--- src/sv/dwm_div.sv ---
// ---------------------------------------------------------------------------
// dwm_div
// Unsigned 64-bit restoring divider, one quotient bit per cycle.
// ---------------------------------------------------------------------------
module dwm_div (
    input  logic        i_clk,
    input  logic        i_rst_n,
    input  logic        i_start,
    input  logic [63:0] i_dividend,
    input  logic [63:0] i_divisor,
    output logic        o_done,
    output logic [63:0] o_quot
);

    logic [63:0] r_q;
    logic [63:0] r_r;
    logic [63:0] r_d;
    logic [5:0]  r_cnt;
    logic        r_busy;
    logic        r_done;
    logic [64:0] trial;
    logic        fits;

    assign trial = {r_r, r_q[63]};
    assign fits  = trial >= {1'b0, r_d};

    always_ff @(posedge i_clk) begin
        if (!i_rst_n) begin
            r_busy <= 1'b0;
            r_done <= 1'b0;
            r_cnt  <= '0;
        end else begin
            r_done <= 1'b0;
            if (i_start) begin
                r_busy <= 1'b1;
                r_cnt  <= '0;
            end else if (r_busy) begin
                r_cnt <= r_cnt + 6'd1;
                if (r_cnt == 6'd63) begin
                    r_busy <= 1'b0;
                    r_done <= 1'b1;
                end
            end
        end
    end

    always_ff @(posedge i_clk) begin
        if (i_start) begin
            r_q <= i_dividend;
            r_r <= '0;
            r_d <= i_divisor;
        end else if (r_busy) begin
            r_q <= {r_q[62:0], fits};
            r_r <= fits ? 64'(trial - {1'b0, r_d}) : trial[63:0];
        end
    end

    assign o_done = r_done;
    assign o_quot = r_q;

endmodule

--- config.mk ---
export PLATFORM = sky130hd
export DESIGN_NAME = dwm_div
export DESIGN_NICKNAME = d
export VERILOG_FILES = /design/src/sv/dwm_div.sv
export SDC_FILE = /design/constraint.sdc
export NUM_CORES = 1
export LEC_CHECK = 0
export ABC_AREA = 1
export BUFFER_PORTS_ARGS = -buffer_cell sky130_fd_sc_hd__buf_2
export CORE_MARGIN = 2
export CORE_UTILIZATION = 64
export DETAILED_ROUTE_END_ITERATION = 8
export PLACE_DENSITY_LB_ADDON = 0.05
export SLEW_MARGIN = 40
export SYNTH_ARGS = -nofsm -noshare
export SYNTH_HDL_FRONTEND = slang
export SYNTH_SLANG_ARGS = --single-unit
--- constraint.sdc ---
create_clock -name i_clk -period 9 [get_ports i_clk]
set_clock_uncertainty 0.05 [all_clocks]
set_input_delay 1.35 -clock i_clk [delete_from_list [all_inputs] [get_ports i_clk]]
set_output_delay 1.35 -clock i_clk [all_outputs]
set_load 0.02 [all_outputs]
==> summary.md <==
| Metric | Value |
|---|---|
| Cts-stage hold buffer count | 0 |
| Worst-Margin Slew | 0.8672 ns |
| Drt drc | 0 |
| Slowest CP cell | buf_4 |
| Clk Latency, worst-skew pair | 0.46 ns |
| Final Cycle Share | 0.4168 |
| Fin. Hold Viols | 0 |
| Cell count after synthesis | 2176 |
| LEAKAGE | 8.974 nW |
| Ys flop type | edfxtp_1 |
| R2R cell count | 16 |
| Cell row count | 54 |
| Initial antenna violation count | 0 |
| Starting Density | 0.6532 |
| Pwr Density | 139.2 nW/um2 |
| Syn Area/Cell | 6.551 um2 |
| # nets final | 2546 |
| Num CTS Buffers | 17 |
| Number of enable flip-flop cells after synthesis | 128 |
| Die Y | 153.2 um |
| Worst r2r src | r_d[44] |
| # H-tree levels | 4 |
| Post-CTS setup buffers | 0 |
| Status | complete, no violations |
| Crit-path max cell delay | 0.65 ns |
| Gr usage total | 0.3888 |
| Slew margin rel. | 0.4219 |
| RSZ-0062 raised after global routing | false |
| Grt ovf | 0 |
| Clock transition at path regs | 0.10 ns |
| Flops & latches, synth | 200 |
| Clock network power share | 0.379 |
| Most frequent cells in the layout | nand2_1 (921), inv_1 (433), buf_2 (194), nand3_1 (148), edfxtp_1 (128) |
| Capturing point of the worst reg2reg path | r_r[34] |
| Post-Syn Nets | 2373 |
| Filler instances | 1703 |
| Ports | 196 |
| PortBufs | 195 |
| Nature of the critical path endpoint | flop |
| Wirelength per Cell | 17.35 um |
| Share of cells above drive strength 1 | 0.1152 |
| Commonest non-fill, non-tap cell in the layout | nand2_1 |
| Seq pwr share | 0.480 |
| Via count | 14540 |
| Via/cell ratio | 5.505 |
| Area of the die | 23480 um2 |
| Layout area overhead | 12.10% |
| DR pass1 iterations | 8 |
| Tot Pwr | 2.225 mW |
| Final TNS setup | 0 ns |
| WP data arrival | 4.10 ns |
| Sink Count | 200 |
| Distinct cells, synth | 38 |
| Tmin final | 3.751 ns |
| GPL Wtd Cong | 1.060 |
| Largest net degree at the start of global routing | 89 |
| CTS tree | yes |
| Final HPWL DP | 34.46 mm |
| CP Class | reg -> reg |
| Antenna Cells | 0 |
| Switch Pwr | 692.7 uW |
| HP Class | reg -> reg |
| Post-DRT Antenna Nets | 0 |
| Vias in the first global route | 13820 |
| Max Transition Viols Final | 0 |
| Global-route wire length before repair | 71.84 mm |
| Hold path startpoint | r_r[50] |
| Maximum clock rate | 266.6 MHz |
| Worst Hold Path EP | r_r[50] |
| Synth Cell Area | 14250 um2 |
| Final setup viols | 0 |
| Synth warn | 0 |
| Chip width | 153.2 um |
| Comb pwr share | 0.141 |
| Crit path from | r_d[44] |
| Reg2reg setup slack | 5.25 ns |
| Post-Route WL | 45.83 mm |
| VDD IR max | 0.1699 mV |
| Critical path's most frequent cell | nand2_1 |
| Post-CTS Resized | 0 |
| Cells along the critical path | inv_1, ha_1, nand2_1, inv_1, nand2_1, nand2_1, a21oi_1, nand2_1, nand2_1, nand2_1, nor2_4, buf_4, nand2_4, nand2_1, nand3_1, nand2_1 |
| Root Buffer | clkbuf_16 |
| P_int | 1.532 mW |
| Worst Hold Path Cells | 2 |
| CP max FO | 66 |
| Worst EP required | 9.35 ns |
| Max Cap Viol | 0 |
| Async set-or-reset flop fraction in the synthesized netlist | 0 |
| Sequential-to-total area share from yosys stat | 0.3708 |
| Startpoint types | flop |
| Core area | 21820 um2 |
| Drt initial violations | 1785 |
| Maximum clock path buffer count | 2 |
| Sw frac | 0.3113 |
-- cell usage after synthesis (4+ instances only) --
cell | count | area (um2)
o21ai_1 | 17 | 85.08
nand4_1 | 19 | 118.9
inv_1 | 435 | 1633
nand3b_1 | 33 | 247.7
a21oi_1 | 52 | 260.3
nand3_2 | 5 | 50.05
nand3_1 | 148 | 740.7
clkbuf_1 | 19 | 71.32
buf_6 | 11 | 123.9
o21bai_1 | 9 | 67.56
buf_2 | 5 | 25.02
nand2_1 | 921 | 3457
inv_2 | 8 | 30.03
xnor2_1 | 29 | 254.0
nor3_1 | 15 | 75.07
buf_4 | 8 | 60.06
nor2_2 | 8 | 50.05
dfxtp_1 | 72 | 1441
o21ai_0 | 25 | 125.1
edfxtp_1 | 128 | 3844
ha_1 | 65 | 813.3
nor2_1 | 109 | 409.1
nand2_2 | 7 | 43.79
xor2_1 | 4 | 35.03
-- cell type report --
cell class / count / area, um2 / share of cell area
repair buffers: 201 / 1031 / 0.06452
clock inverters: 15 / 211.5 / 0.01323
multi-input cells: 1486 / 7010 / 0.4387
well taps: 280 / 350.3 / 0.02192
flip-flops and latches: 200 / 5285 / 0.3307
inverters: 443 / 1667 / 0.1043
clock buffers: 17 / 425.4 / 0.02662
-- worst max-delay path: cells and delay by family, from the launching register on --
family / cells / cell delay [ns]
fa+ha+maj: 1 / 0.33
compound gates: 1 / 0.24
simple gates: 11 / 1.89
buf+inv: 3 / 0.75
flops: 1 / 0.34
-- stage by stage --
| stage | cells | hold WS [ns] | util | setup slack, ns | area (um2) |
|---|---|---|---|---|---|
| 6_report | 2642 | 0.4233 | 0.7323 | 5.249 | 15980 |
| 5_1_grt | 2642 | 0.4525 | 0.7323 | 5.034 | 15980 |
| 4_1_cts | 2642 | 0.4256 | 0.7323 | 5.341 | 15980 |
| 3_5_place_dp | 2610 | 0.4114 | 0.7031 | 5.497 | 15340 |
| 3_3_place_gp | 2610 | 0.4051 | 0.7026 | 5.412 | 15330 |
| 2_1_floorplan | 2176 | 0.3936 | - | 4.794 | 14250 |
-- how the worst max path moves through the flow --
stage / endpoint / slack [ns]
floorplan: o_quot[0] / 4.79
global placement: o_quot[7] / 5.41
detailed placement: o_quot[8] / 5.50
CTS: r_r[34] / 5.34
global route: r_r[34] / 5.03
finish: r_r[34] / 5.25
-- flip-flops by register name, summed over array words and instances (netlist names) --
register	flops
r_d	64
o_done	1
r_r	64
o_quot	64
r_busy	1
r_cnt	6
-- metal layers --
layer,share of wire,wire length (um),track usage
met4,0.035,1610,0.1332
met2,0.46,21180,0.6465
met1,0.39,17990,0.5116
met3,0.11,5050,0.07230
met5,0,0,0
-- power by group through the flow --
stage	Sequential, mW	Combinational, mW	Clock (mW)
global route	1.07	0.342	0.871
floorplan	1.12	0.152	0
CTS	1.07	0.310	0.837
detailed placement	1.09	0.307	0
finish	1.07	0.314	0.843
global placement	1.08	0.292	0
-- cells by family after synthesis --
logic type | synth area share
fa+ha+maj | 0.05846
compound gates | 0.04020
simple gates | 0.3722
flops | 0.3708
buf+inv | 0.1382
xor+xnor | 0.02028
(Power assumes the default switching activity.)
